$ cat src/design/mtq_pkg.sv
// Shared types, codes and helpers of the max tracking queue.
// No dependencies; used by every other file of the block but the macros header.
`timescale 1ns / 1ps

package mtq_pkg;

   localparam logic OP_ENQ = 1'b0;
   localparam logic OP_DEQ = 1'b1;

   typedef logic [1:0] status_type;

   localparam status_type STATUS_OK        = 2'd0;
   localparam status_type STATUS_DEQ_EMPTY = 2'd1;
   localparam status_type STATUS_ENQ_FULL  = 2'd2;

   // One stored entry: value and the maximum of the stack up to and including it.
   typedef struct packed {
      logic signed [31:0] run_max;
      logic signed [31:0] value;
   } entry_type;

   function automatic logic signed [31:0] smax(input logic signed [31:0] a,
                                               input logic signed [31:0] b);
      return (a > b) ? a : b;
   endfunction

endpackage

$ cat src/design/mtq_ctrl.sv
// Sequencer of the max tracking queue: stack pointers, cached stack tops,
// front-to-back transfer and the response register. Depends on mtq_pkg.
`timescale 1ns / 1ps

module mtq_ctrl #(
   parameter int DEPTH = 1024
) (
   input  logic                       clock,
   input  logic                       reset,
   input  logic                       req_valid,
   output logic                       req_ready,
   input  logic                       req_op,
   input  logic signed [31:0]         req_value,
   output logic                       rsp_valid,
   input  logic                       rsp_ready,
   output logic signed [31:0]         rsp_dequeued,
   output logic                       rsp_is_empty,
   output logic signed [31:0]         rsp_current_max,
   output mtq_pkg::status_type        rsp_status,
   output logic                       wr_en,
   output logic [$clog2(DEPTH)-1:0]   wr_addr,
   output mtq_pkg::entry_type         wr_data,
   output logic                       rd_en,
   output logic [$clog2(DEPTH)-1:0]   rd_addr,
   input  mtq_pkg::entry_type         rd_data
);

   localparam int AW = $clog2(DEPTH);
   localparam int CW = $clog2(DEPTH + 1);
   localparam logic [CW-1:0] DEPTH_C = CW'(DEPTH);
   localparam logic [CW-1:0] ONE_C   = CW'(1);

   localparam logic [2:0] ST_IDLE    = 3'd0;
   localparam logic [2:0] ST_XFER_RD = 3'd1;
   localparam logic [2:0] ST_XFER_WR = 3'd2;
   localparam logic [2:0] ST_POP     = 3'd3;
   localparam logic [2:0] ST_POP_LD  = 3'd4;
   localparam logic [2:0] ST_DONE    = 3'd5;

   logic [2:0]           state_ff, state_in;
   logic [CW-1:0]        front_cnt_ff, front_cnt_in;
   logic [CW-1:0]        back_cnt_ff, back_cnt_in;
   logic signed [31:0]   front_max_ff, front_max_in;
   logic signed [31:0]   back_val_ff, back_val_in;
   logic signed [31:0]   back_max_ff, back_max_in;
   logic signed [31:0]   deq_ff, deq_in;
   mtq_pkg::status_type  status_ff, status_in;

   logic                 rsp_valid_ff, rsp_valid_in;
   logic signed [31:0]   rsp_deq_ff, rsp_deq_in;
   logic                 rsp_empty_ff, rsp_empty_in;
   logic signed [31:0]   rsp_max_ff, rsp_max_in;
   mtq_pkg::status_type  rsp_status_ff, rsp_status_in;

   logic                 front_empty;
   logic                 back_empty;
   logic                 full;
   logic [CW-1:0]        front_dec;
   logic [CW-1:0]        back_dec;
   logic [CW-1:0]        back_free;
   logic [CW-1:0]        back_next_top;
   logic signed [31:0]   push_max;
   logic signed [31:0]   move_max;
   logic signed [31:0]   cur_max;

   assign front_empty   = (front_cnt_ff == '0);
   assign back_empty    = (back_cnt_ff == '0);
   assign full          = ({1'b0, front_cnt_ff} + {1'b0, back_cnt_ff}) == {1'b0, DEPTH_C};
   assign front_dec     = front_cnt_ff - ONE_C;
   assign back_dec      = back_cnt_ff - ONE_C;
   assign back_free     = DEPTH_C - ONE_C - back_cnt_ff;
   assign back_next_top = DEPTH_C - back_dec;
   assign push_max      = front_empty ? req_value : mtq_pkg::smax(front_max_ff, req_value);
   assign move_max      = back_empty ? rd_data.value
                                     : mtq_pkg::smax(back_max_ff, rd_data.value);

   always_comb begin
      priority if (front_empty && back_empty) begin
         cur_max = '0;
      end else if (front_empty) begin
         cur_max = back_max_ff;
      end else if (back_empty) begin
         cur_max = front_max_ff;
      end else begin
         cur_max = mtq_pkg::smax(front_max_ff, back_max_ff);
      end
   end

   assign req_ready = (state_ff == ST_IDLE);

   always_comb begin
      state_in      = state_ff;
      front_cnt_in  = front_cnt_ff;
      back_cnt_in   = back_cnt_ff;
      front_max_in  = front_max_ff;
      back_val_in   = back_val_ff;
      back_max_in   = back_max_ff;
      deq_in        = deq_ff;
      status_in     = status_ff;
      rsp_valid_in  = rsp_valid_ff;
      rsp_deq_in    = rsp_deq_ff;
      rsp_empty_in  = rsp_empty_ff;
      rsp_max_in    = rsp_max_ff;
      rsp_status_in = rsp_status_ff;
      wr_en         = 1'b0;
      wr_addr       = '0;
      wr_data       = '0;
      rd_en         = 1'b0;
      rd_addr       = '0;

      if (rsp_valid_ff && rsp_ready) begin
         rsp_valid_in = 1'b0;
      end

      unique case (state_ff)
         ST_IDLE: begin
            if (req_valid) begin
               deq_in   = '0;
               state_in = ST_DONE;
               if (req_op == mtq_pkg::OP_ENQ) begin
                  if (full) begin
                     status_in = mtq_pkg::STATUS_ENQ_FULL;
                  end else begin
                     status_in     = mtq_pkg::STATUS_OK;
                     wr_en         = 1'b1;
                     wr_addr       = front_cnt_ff[AW-1:0];
                     wr_data.value = req_value;
                     wr_data.run_max = push_max;
                     front_max_in  = push_max;
                     front_cnt_in  = front_cnt_ff + ONE_C;
                  end
               end else begin
                  if (front_empty && back_empty) begin
                     status_in = mtq_pkg::STATUS_DEQ_EMPTY;
                  end else begin
                     status_in = mtq_pkg::STATUS_OK;
                     state_in  = back_empty ? ST_XFER_RD : ST_POP;
                  end
               end
            end
         end
         ST_XFER_RD: begin
            // take the newest front entry
            rd_en        = 1'b1;
            rd_addr      = front_dec[AW-1:0];
            front_cnt_in = front_dec;
            state_in     = ST_XFER_WR;
         end
         ST_XFER_WR: begin
            wr_en           = 1'b1;
            wr_addr         = back_free[AW-1:0];
            wr_data.value   = rd_data.value;
            wr_data.run_max = move_max;
            back_val_in     = rd_data.value;
            back_max_in     = move_max;
            back_cnt_in     = back_cnt_ff + ONE_C;
            state_in        = front_empty ? ST_POP : ST_XFER_RD;
         end
         ST_POP: begin
            deq_in      = back_val_ff;
            back_cnt_in = back_dec;
            if (back_dec != '0) begin
               // refill the cached back top from the entry beneath
               rd_en    = 1'b1;
               rd_addr  = back_next_top[AW-1:0];
               state_in = ST_POP_LD;
            end else begin
               state_in = ST_DONE;
            end
         end
         ST_POP_LD: begin
            back_val_in = rd_data.value;
            back_max_in = rd_data.run_max;
            state_in    = ST_DONE;
         end
         ST_DONE: begin
            // hold until the response register is free
            if (!rsp_valid_ff || rsp_ready) begin
               rsp_valid_in  = 1'b1;
               rsp_deq_in    = deq_ff;
               rsp_empty_in  = front_empty && back_empty;
               rsp_max_in    = cur_max;
               rsp_status_in = status_ff;
               state_in      = ST_IDLE;
            end
         end
         default: begin
            state_in = ST_IDLE;
         end
      endcase
   end

   always_ff @(posedge clock) begin
      if (reset) begin
         state_ff     <= ST_IDLE;
         front_cnt_ff <= '0;
         back_cnt_ff  <= '0;
         rsp_valid_ff <= 1'b0;
      end else begin
         state_ff     <= state_in;
         front_cnt_ff <= front_cnt_in;
         back_cnt_ff  <= back_cnt_in;
         rsp_valid_ff <= rsp_valid_in;
      end
   end

   always_ff @(posedge clock) begin
      front_max_ff  <= front_max_in;
      back_val_ff   <= back_val_in;
      back_max_ff   <= back_max_in;
      deq_ff        <= deq_in;
      status_ff     <= status_in;
      rsp_deq_ff    <= rsp_deq_in;
      rsp_empty_ff  <= rsp_empty_in;
      rsp_max_ff    <= rsp_max_in;
      rsp_status_ff <= rsp_status_in;
   end

   assign rsp_valid       = rsp_valid_ff;
   assign rsp_dequeued    = rsp_deq_ff;
   assign rsp_is_empty    = rsp_empty_ff;
   assign rsp_current_max = rsp_max_ff;
   assign rsp_status      = rsp_status_ff;

endmodule

$ cat config.mk
export PLATFORM = sky130hd
export DESIGN_NAME = mtq_ctrl
export DESIGN_NICKNAME = d
export VERILOG_FILES = /design/src/design/mtq_pkg.sv /design/src/design/mtq_ctrl.sv
export SDC_FILE = /design/constraint.sdc
export NUM_CORES = 1
export LEC_CHECK = 0
export BUFFER_PORTS_ARGS = -buffer_cell sky130_fd_sc_hd__buf_2
export CORE_MARGIN = 2
export CORE_UTILIZATION = 53
export CTS_BUF_LIST = sky130_fd_sc_hd__clkbuf_4
export CTS_CLUSTER_DIAMETER = 50
export DETAILED_ROUTE_END_ITERATION = 12
export PLACE_DENSITY = 0.81
export SETUP_SLACK_MARGIN = 0.05
export SYNTH_ARGS = -nofsm -noshare
export SYNTH_HDL_FRONTEND = slang
export SYNTH_SLANG_ARGS = --single-unit
$ cat constraint.sdc
create_clock -name clock -period 5.01 [get_ports clock]
set_input_delay 1.002 -clock clock [delete_from_list [all_inputs] [get_ports clock]]
set_output_delay 1.002 -clock clock [all_outputs]
set_load 0.005 [all_outputs]
; ---- Yosys cells after proc, flatten, opt, wreduce, memory -nomap -nowiden
; Cells that the tools add are included.
[totals]
register_bits = 223
in_bits = 101
wordCells = 99
[op_classes]
addsub = 7
magnitude_cmp = 3
n_eq_ne = 10
muxes = 45
n_bitwise = 2
reduce_logical = 19
[ops]
columns = cell, n
row1 = $mux W32, 8
row2 = $mux W64, 3
row3 = $pmux W32 S2, 2
row4 = $pmux W64 S2, 1
row5 = $gt A32 B32 Y1, 3
row6 = $pmux W11 S2, 2
row7 = $mux W10, 4
row8 = $pmux W10 S2, 2
row9 = $mux W11, 3
row10 = $add A11 B1 Y11 const B, 2
row11 = $logic_not A11 Y1, 2
row12 = $sub A11 B1 Y11 const B, 2
row13 = $pmux W3 S6, 1
row14 = $add A11 B11 Y12, 1
row15 = $eq A12 B11 Y1 const B, 1
row16 = $mux W3, 4
row17 = $reduce_bool A11 Y1, 1
row18 = $sub A1 B10 Y10 const A, 1
row19 = $sub A10 B10 Y10 const A, 1
row20 = $mux W1, 9
row21 = $mux W2, 4
row22 = $ne A2 B2 Y1 const B, 4
row23 = $reduce_and A2 Y1, 4
row24 = $reduce_and A4 Y1, 2
row25 = 11 further kinds, 19

; ---- Logic depth before layout (Yosys ltp)
; Gate-level depths: netlist (run 1).
[depth]
word_depth = 7
depth_mapped = 14
depth_no_buf = 12

; ---- Worst setup path after synthesis (run 1)
; OpenSTA, ideal clock, no wires.
[synth_timing]
path_kind = input -> register
from = in rsp_ready
to = reg rsp_max_ff[0] (netlist: rsp_current_max[0]) (enable)
setup_ns = 0.493
arrival_time_ns = 3.883
slack_ns = 0.635
path_stages = 2
n_path_buf = 0
cell_sequence = nor2b_1 -> nor2_1
[synth_between]
elab_chain_cells = 2
[synth_rtl]
columns = item, line
row1 = from (decl), mtq_ctrl.sv:15  ; input logic rsp_ready,
row2 = $logic_or A1 B1 Y1, mtq_ctrl.sv:178  ; if (!rsp_valid_ff || rsp_ready) begin
row3 = $reduce_and A2 Y1 (no line), -
row4 = to (signal assigned), mtq_ctrl.sv:215  ; rsp_max_ff <= rsp_max_in;
row5 = to (decl), mtq_ctrl.sv:52  ; logic signed [31:0] rsp_max_ff, rsp_max_in;
; Every way passes these cells.
; A chain may end at the register's enable or synchronous reset.

==> results of run 1 <==
==> synth_stat cells (all sizes together), types with 3 or more instances <==
| library cell | instances | area (sq um) |
|---|---|---|
| mux2i | 36 | 360 |
| nor2b | 14 | 87.6 |
| a21boi | 3 | 22.5 |
| nand4b | 32 | 280 |
| or4 | 4 | 37.5 |
| a31oi | 7 | 43.8 |
| buf | 45 | 279 |
| nand2b | 40 | 250 |
| nand3b | 3 | 22.5 |
| a221oi | 3 | 32.5 |
| dfxtp | 26 | 521 |
| a2111oi | 3 | 45.1 |
| nor3b | 5 | 37.5 |
| o2bb2ai | 32 | 280 |
| a22oi | 4 | 30.0 |
| edfxtp | 197 | 5920 |
| nor3 | 21 | 110 |
| a21oi | 120 | 604 |
| o21a | 5 | 37.5 |
| a21o | 12 | 90.1 |
| and4 | 3 | 28.8 |
| or3 | 4 | 25.0 |
| nand4 | 30 | 194 |
| ha | 117 | 1460 |
| xor2 | 17 | 149 |
| o211ai | 6 | 45.0 |
| a22o | 35 | 307 |
| xnor2 | 16 | 148 |
| nor2 | 77 | 289 |
| o2111ai | 35 | 307 |
| nand3 | 60 | 425 |
| nor4 | 9 | 77.6 |
| mux2 | 4 | 45.0 |
| a211oi | 5 | 42.5 |
| clkbuf | 63 | 236 |
| nand2 | 90 | 338 |
| a211o | 3 | 26.3 |
| o22ai | 43 | 269 |
| inv | 115 | 432 |
| a41oi | 33 | 297 |
| and3 | 42 | 263 |
| o21ai | 38 | 198 |
==> cell usage in the layout, fill, tap and decap left out, types with 6 or more instances in the layout <==
cell type,n
xor2_1,17
nand3_2,26
clkinv_1,20
nor2b_1,13
nand4_1,29
o21ai_0,26
dfxtp_1,18
o2111ai_1,32
o2bb2ai_1,32
a21o_1,12
nand2b_1,40
xnor2_1,14
o211ai_1,6
o22ai_1,43
ha_1,115
a31oi_1,7
mux2i_1,36
clkbuf_4,84
nand3_1,34
dfxtp_2,7
nand4b_1,32
inv_1,113
a41oi_1,32
a22o_1,35
buf_2,255
nor2_1,75
edfxtp_1,197
buf_4,74
nor4_1,6
o21ai_1,9
nor3_1,19
and3_1,42
a21oi_1,118
nand2_1,87
==> critical path: cells and delay by family, from the launching register on <==
kind,cells,cell delay (ps)
compound gates,5,980
simple gates,3,890
flops,1,470
buf+inv,2,380
fa+ha+maj,1,350
==> routing by layer <==
layer | track usage | routed length, um
met5 | 0 | 13
met4 | 0.121 | 1820
met3 | 0.0778 | 5600
met2 | 0.465 | 21300
met1 | 0.461 | 20500
==> cells by family (layout without fill, tap and decap cells) <==
group	after synthesis	in the layout
multiplexers	40	40
XOR/XNOR	33	33
buffers and inverters	223	563
AO/OA/AOI/OAI	402	402
flip-flops	223	223
other	0	5
adder cells (fa/ha/maj)	118	118
AND/OR/NAND/NOR	443	443
==> sequential cells by signal, summed over array words and instances (netlist names), 2 cells and up <==
name / count
back_cnt_ff: 11
back_max_ff: 32
back_val_ff: 32
deq_ff: 32
front_cnt_ff: 11
front_max_ff: 32
rsp_current_max: 32
rsp_dequeued: 32
rsp_status: 2
state_ff: 3
status_ff: 2
==> power breakdown <==
part	total, W	internal [W]	switching (W)
registers	0.00354	0.00304	0.000500
clock network	0.00163	0.000833	0.000797
logic	0.00745	0.00285	0.00460
total	0.0126	0.00671	0.00590
==> repair_timing <==
item / CTS / global route
buffers inserted: 2 / 41
gates resized for setup: 6 / 30
pin swaps: 3 / 7
cloned: 0 / 1
endpoints found under the setup margin: 75 / 83
==> worst min path at each step <==
| stage | from | slack (ps) | to |
|---|---|---|---|
| 3_5_place_dp | deq_ff[0]$_SDFFCE_PN0P_ | 400 | rsp_dequeued[0]$_DFFE_PP_ |
| 5_1_grt | deq_ff[9]$_SDFFCE_PN0P_ | 420 | rsp_dequeued[9]$_DFFE_PP_ |
| 2_1_floorplan | deq_ff[0]$_SDFFCE_PN0P_ | 400 | rsp_dequeued[0]$_DFFE_PP_ |
| 3_3_place_gp | deq_ff[18]$_SDFFCE_PN0P_ | 400 | rsp_dequeued[18]$_DFFE_PP_ |
| 6_report | deq_ff[10]$_SDFFCE_PN0P_ | 410 | rsp_dequeued[10]$_DFFE_PP_ |
| 4_1_cts | deq_ff[10]$_SDFFCE_PN0P_ | 410 | rsp_dequeued[10]$_DFFE_PP_ |
==> final cells by class <==
type	count	area [sq um]
Clock inverter	27	145
Multi-Input combinational cell	1036	7700
Inverter	115	434
Tap cell	378	473
Fill cell	2355	9970
Sequential cell	223	6450
Timing Repair Buffer	337	1970
Clock buffer	84	631
Antenna cell	5	12.5
==> stage by stage <==
stage          total power (W)  hold WS, ps  area (sq um)
2_1_floorplan          0.00822          400         14900
3_3_place_gp            0.0103          401         16500
3_5_place_dp            0.0105          405         16500
4_1_cts                 0.0122          413         17300
5_1_grt                 0.0134          421         17800
6_report                0.0126          415         17800
==> flow_metrics.env, run 1 <==
export IMPL_tns_ps=0
export IMPL_clock_latency_ps=760
export IMPL_synth_simple_area_share=0.170
export IMPL_p_per_area_nw_per_um2=708
export IMPL_rsz0062_at_grt="no"
export IMPL_syn_mean_instance_area_sq_um=10.1
export IMPL_fin_util=0.641
export IMPL_cap_viol_max_count=0
export IMPL_fin_ws_ps=165
export IMPL_muxShareOfSynthArea=0.0272
export IMPL_clk_path_buf_depth=3
export IMPL_synth_top_family_by_area="compound AO/OA/AOI/OAI gates"
export IMPL_end_kind="output port"
export IMPL_drc_errors=0
export IMPL_cts_root_buf="clkbuf_4"
export IMPL_hold_depth=0
export IMPL_port_buffer_count=255
export IMPL_timing_final_max_slew_violations=0
export IMPL_synth_top_flop_cell="edfxtp_1"
export IMPL_ys_types=82
export IMPL_fin_cells=2205
export IMPL_start_util=0.537
export IMPL_cp_data_arrival_time_ps=3840
export IMPL_syn_num_nets=1701
export IMPL_peakVddDrop_v=0.000457
export IMPL_drive_gt1_frac=0.277
export IMPL_ant_nets=0
export IMPL_numClockSinks=223
export IMPL_cpPeakStageDelay_ps=580
export IMPL_path_clk_slew_ps=70
export IMPL_report_final_setup_viol=0
export IMPL_r2r_start="front_max_ff[31]$_DFFE_PP_"
export IMPL_grt_pass1_vias=12400
export IMPL_worst_path_max_delay_cell="or4_4"
export IMPL_startpoint="front_max_ff[15]$_DFFE_PP_"
export IMPL_start_kind="flip-flop"
export IMPL_pre_cts_slack_ps=115
export IMPL_tritoncts="built"
export IMPL_max_slew_margin_rel=0.177
export IMPL_synth_compound_area_frac=0.188
export IMPL_crit_fanout=24
export IMPL_cts_hold_fix_buffers=0
export IMPL_ys_warnings_count=0
export IMPL_die_area_sq_um=29500
export IMPL_worstPathRequired_ps=4010
export IMPL_synth_edf_count=197
export IMPL_ff2ff_path_depth=11
export IMPL_synthAdderAreaFrac=0.0994
export IMPL_htree_levels=2
export IMPL_timing_fmax_mhz=206
export IMPL_finalCritPeriodShare=0.967
export IMPL_die_w_um=172
export IMPL_die_y_um=172
export IMPL_worstMarginPinSlew_ps=1230
export IMPL_fin_skew_ps=72.2
export IMPL_r2r_end="rsp_current_max[0]$_SDFFCE_PP0P_"
export IMPL_numCtsBuffers=59
export IMPL_fin_nets=1991
export IMPL_pin_count=256
export IMPL_outcome="completed"
export IMPL_placed_cells=2045
export IMPL_ys_ff_latch=223
export IMPL_synth_area_sq_um=14900
export IMPL_rows=61
export IMPL_p_leak_nw=7.78
export IMPL_synth_xor_area_frac=0.0199
export IMPL_async_flop_share=0
export IMPL_drt_wl_total_mm=49.2
export IMPL_crit_path_cell_trace="ha_1 > nand4_1 > or4_4 > o21a_2 > buf_4 > nand3_2 > a21oi_1 > a41oi_1 > o2111ai_1 > o2bb2ai_1 > buf_2"
export IMPL_areaGrowthSynthToFinish_pct=19.4
export IMPL_r2r_setup_slack_ps=1240
export IMPL_place_gp_congestion=0.986
export IMPL_synthCells=1482
export IMPL_path_class="flip-flop to output port"
export IMPL_drt_iter0_drc=1670
export IMPL_fin_crit_ps=4840
export IMPL_crit_path_end="wr_data[39]"
export IMPL_hpwlAfterDp_mm=35.3
export IMPL_grt_overflow=0
export IMPL_grt_pass1_wl_mm=71.8
export IMPL_routed_via_density=6.27
export IMPL_wire_per_inst_um=22.3
export IMPL_core_area_sq_um=27800
export IMPL_antenna_found_initial=7
export IMPL_num_vias=13800
export IMPL_firstDrtPassIters=6
export IMPL_grtUsageTotal=0.320
export IMPL_min_path_type="flip-flop to flip-flop"
export IMPL_finalHoldViolCount=0
export IMPL_synth_seq_area_share=0.431
export IMPL_grt_max_degree=129
Note: power is estimated with default switching activity, not from simulation.
==> inputs of run 2 (changes only) <==
RECOVER_POWER = 50   (was unset)
==> flow_metrics.env, run 2 (synthesis results as in run 1) <==
export IMPL_outcome="finished, violations left"
export IMPL_violations="capacitance limit, slew limit"
export IMPL_grt_pass1_wl_mm=71.8
export IMPL_final_common_cell="edfxtp_1"
export IMPL_numCtsBuffers=59
export IMPL_numClockSinks=223
export IMPL_fin_cells=2203
export IMPL_finalHoldViolCount=0
export IMPL_drc_errors=0
export IMPL_fin_nets=1991
export IMPL_p_total_w=0.0126
export IMPL_dr_max_layer_used="met5"
export IMPL_fin_ws_ps=152
export IMPL_fin_skew_ps=73.3
export IMPL_core_area_sq_um=27800
export IMPL_fin_crit_ps=4860
export IMPL_cpPeakStageDelay_ps=440
export IMPL_clock_latency_ps=760
export IMPL_areaGrowthSynthToFinish_pct=18.4
export IMPL_firstDrtPassIters=6
export IMPL_p_leak_nw=7.54
export IMPL_ant_nets=0
export IMPL_num_vias=13900
export IMPL_layout_common_cells="edfxtp_1, buf_2, a21oi_1"
export IMPL_cts_root_buf="clkbuf_4"
export IMPL_grtUsageTotal=0.320
export IMPL_timing_fmax_mhz=206
export IMPL_peakVddDrop_v=0.000454
export IMPL_max_slew_margin_rel=-0.553
export IMPL_critPathBufInv=5
export IMPL_worst_path_max_delay_cell="a221oi_1"
export IMPL_end_kind="output port"
export IMPL_m1WireLength_mm=20.3
export IMPL_die_y_um=172
export IMPL_die_w_um=172
export IMPL_worstMarginPinSlew_ps=2320
export IMPL_antenna_found_initial=5
export IMPL_cp_data_arrival_time_ps=3860
export IMPL_path_clk_slew_ps=70
export IMPL_tritoncts="built"
export IMPL_path_class="input pin to output port"
export IMPL_port_buffer_count=255
export IMPL_timing_final_max_slew_violations=116
export IMPL_cpLargestDelayFamily="buffers and inverters"
export IMPL_drt_wl_total_mm=49.2
export IMPL_die_area_sq_um=29500
export IMPL_start_util=0.537
export IMPL_pre_cts_slack_ps=115
export IMPL_worstPathRequired_ps=4010
export IMPL_crit_fanout=16
export IMPL_clk_path_buf_depth=3
export IMPL_grt_overflow=0
export IMPL_met3_wirelength_mm=5.64
export IMPL_drt_iter0_drc=1591
export IMPL_grt_pass1_vias=12400
export IMPL_p_per_area_nw_per_um2=711
export IMPL_report_final_setup_viol=0
export IMPL_placed_cells=2045
export IMPL_start_kind="input pin"
export IMPL_grt_max_degree=129
export IMPL_rsz0062_at_grt="no"
export IMPL_crit_path_cell_trace="clkbuf_1 > inv_1 > ha_1 > nand4_1 > inv_1 > a221oi_1 > or3_1 > a31oi_1 > nand3b_1 > buf_12 > mux2i_1 > o2bb2ai_1 > buf_2"
export IMPL_cts_hold_fix_buffers=0
export IMPL_cpMostUsedCell="inv_1"
export IMPL_tns_ps=0
export IMPL_route_met2_wl_mm=21.3
export IMPL_min_path_type="flip-flop to flip-flop"
export IMPL_hold_ws_ps=415
export IMPL_finalCritPeriodShare=0.970
export IMPL_routed_via_density=6.29
export IMPL_htree_levels=2
export IMPL_wire_per_inst_um=22.3
export IMPL_rows=61
export IMPL_cap_viol_max_count=3
export IMPL_hpwlAfterDp_mm=35.3
export IMPL_drive_gt1_frac=0.232
export IMPL_pin_count=256
export IMPL_place_gp_congestion=0.986
run 2: layer usage:
layer	up-vias	global-route usage
met2	903	0.465
met5	-	0
li1	6275	-
met4	2	0.121
met1	6523	0.461
met3	147	0.0778
run 2: cell type report:
cell class | instances | area [sq um]
inverters | 115 | 434
multi-input cells | 1036 | 7680
well taps | 378 | 473
diodes | 3 | 7.51
clock inverters | 27 | 145
clock buffers | 84 | 631
fillers | 2398 | 10100
flip-flops and latches | 223 | 6450
repair buffers | 337 | 1850
run 2: where the power goes:
part / internal (W) / switching (W)
Clock: 0.000832 / 0.000795
Combinational: 0.00280 / 0.00459
Sequential: 0.00304 / 0.000500
Total: 0.00668 / 0.00588
run 2: timing repair:
action / in CTS / in global routing
buffers inserted: 2 / 41
pin swaps: 3 / 7
gates cloned: 0 / 1
resized for setup: 6 / 30
endpoints found under the setup margin: 75 / 83
run 2: final timing paths:
| check | start | end | slack, ps | cells after the start |
|---|---|---|---|---|
| max | rd_data[20] | wr_data[46] | 150 | 13 |
| min | deq_ff[10]$_SDFFCE_PN0P_ | rsp_dequeued[10]$_DFFE_PP_ | 410 | 0 |
| max reg2reg | state_ff[0]$_SDFFE_PP0P_ | deq_ff[16]$_SDFFCE_PN0P_ | 1060 | 4 |
| min reg2reg | deq_ff[10]$_SDFFCE_PN0P_ | rsp_dequeued[10]$_DFFE_PP_ | 410 | 0 |
run 2: worst register-to-register path, stage by stage, from the launching register on:
cell and delay (ps):
dfxtp_2 440, clkbuf_1 1380, nand2_1 390, nand2_1 160, clkbuf_1 1150
run 2: stage by stage:
stage                      util  cell area [sq um]
after detailed placement  0.595              16500
after global routing      0.636              17700
final                     0.636              17700
after floorplan               -              14900
after global placement    0.595              16500
after CTS                 0.624              17300
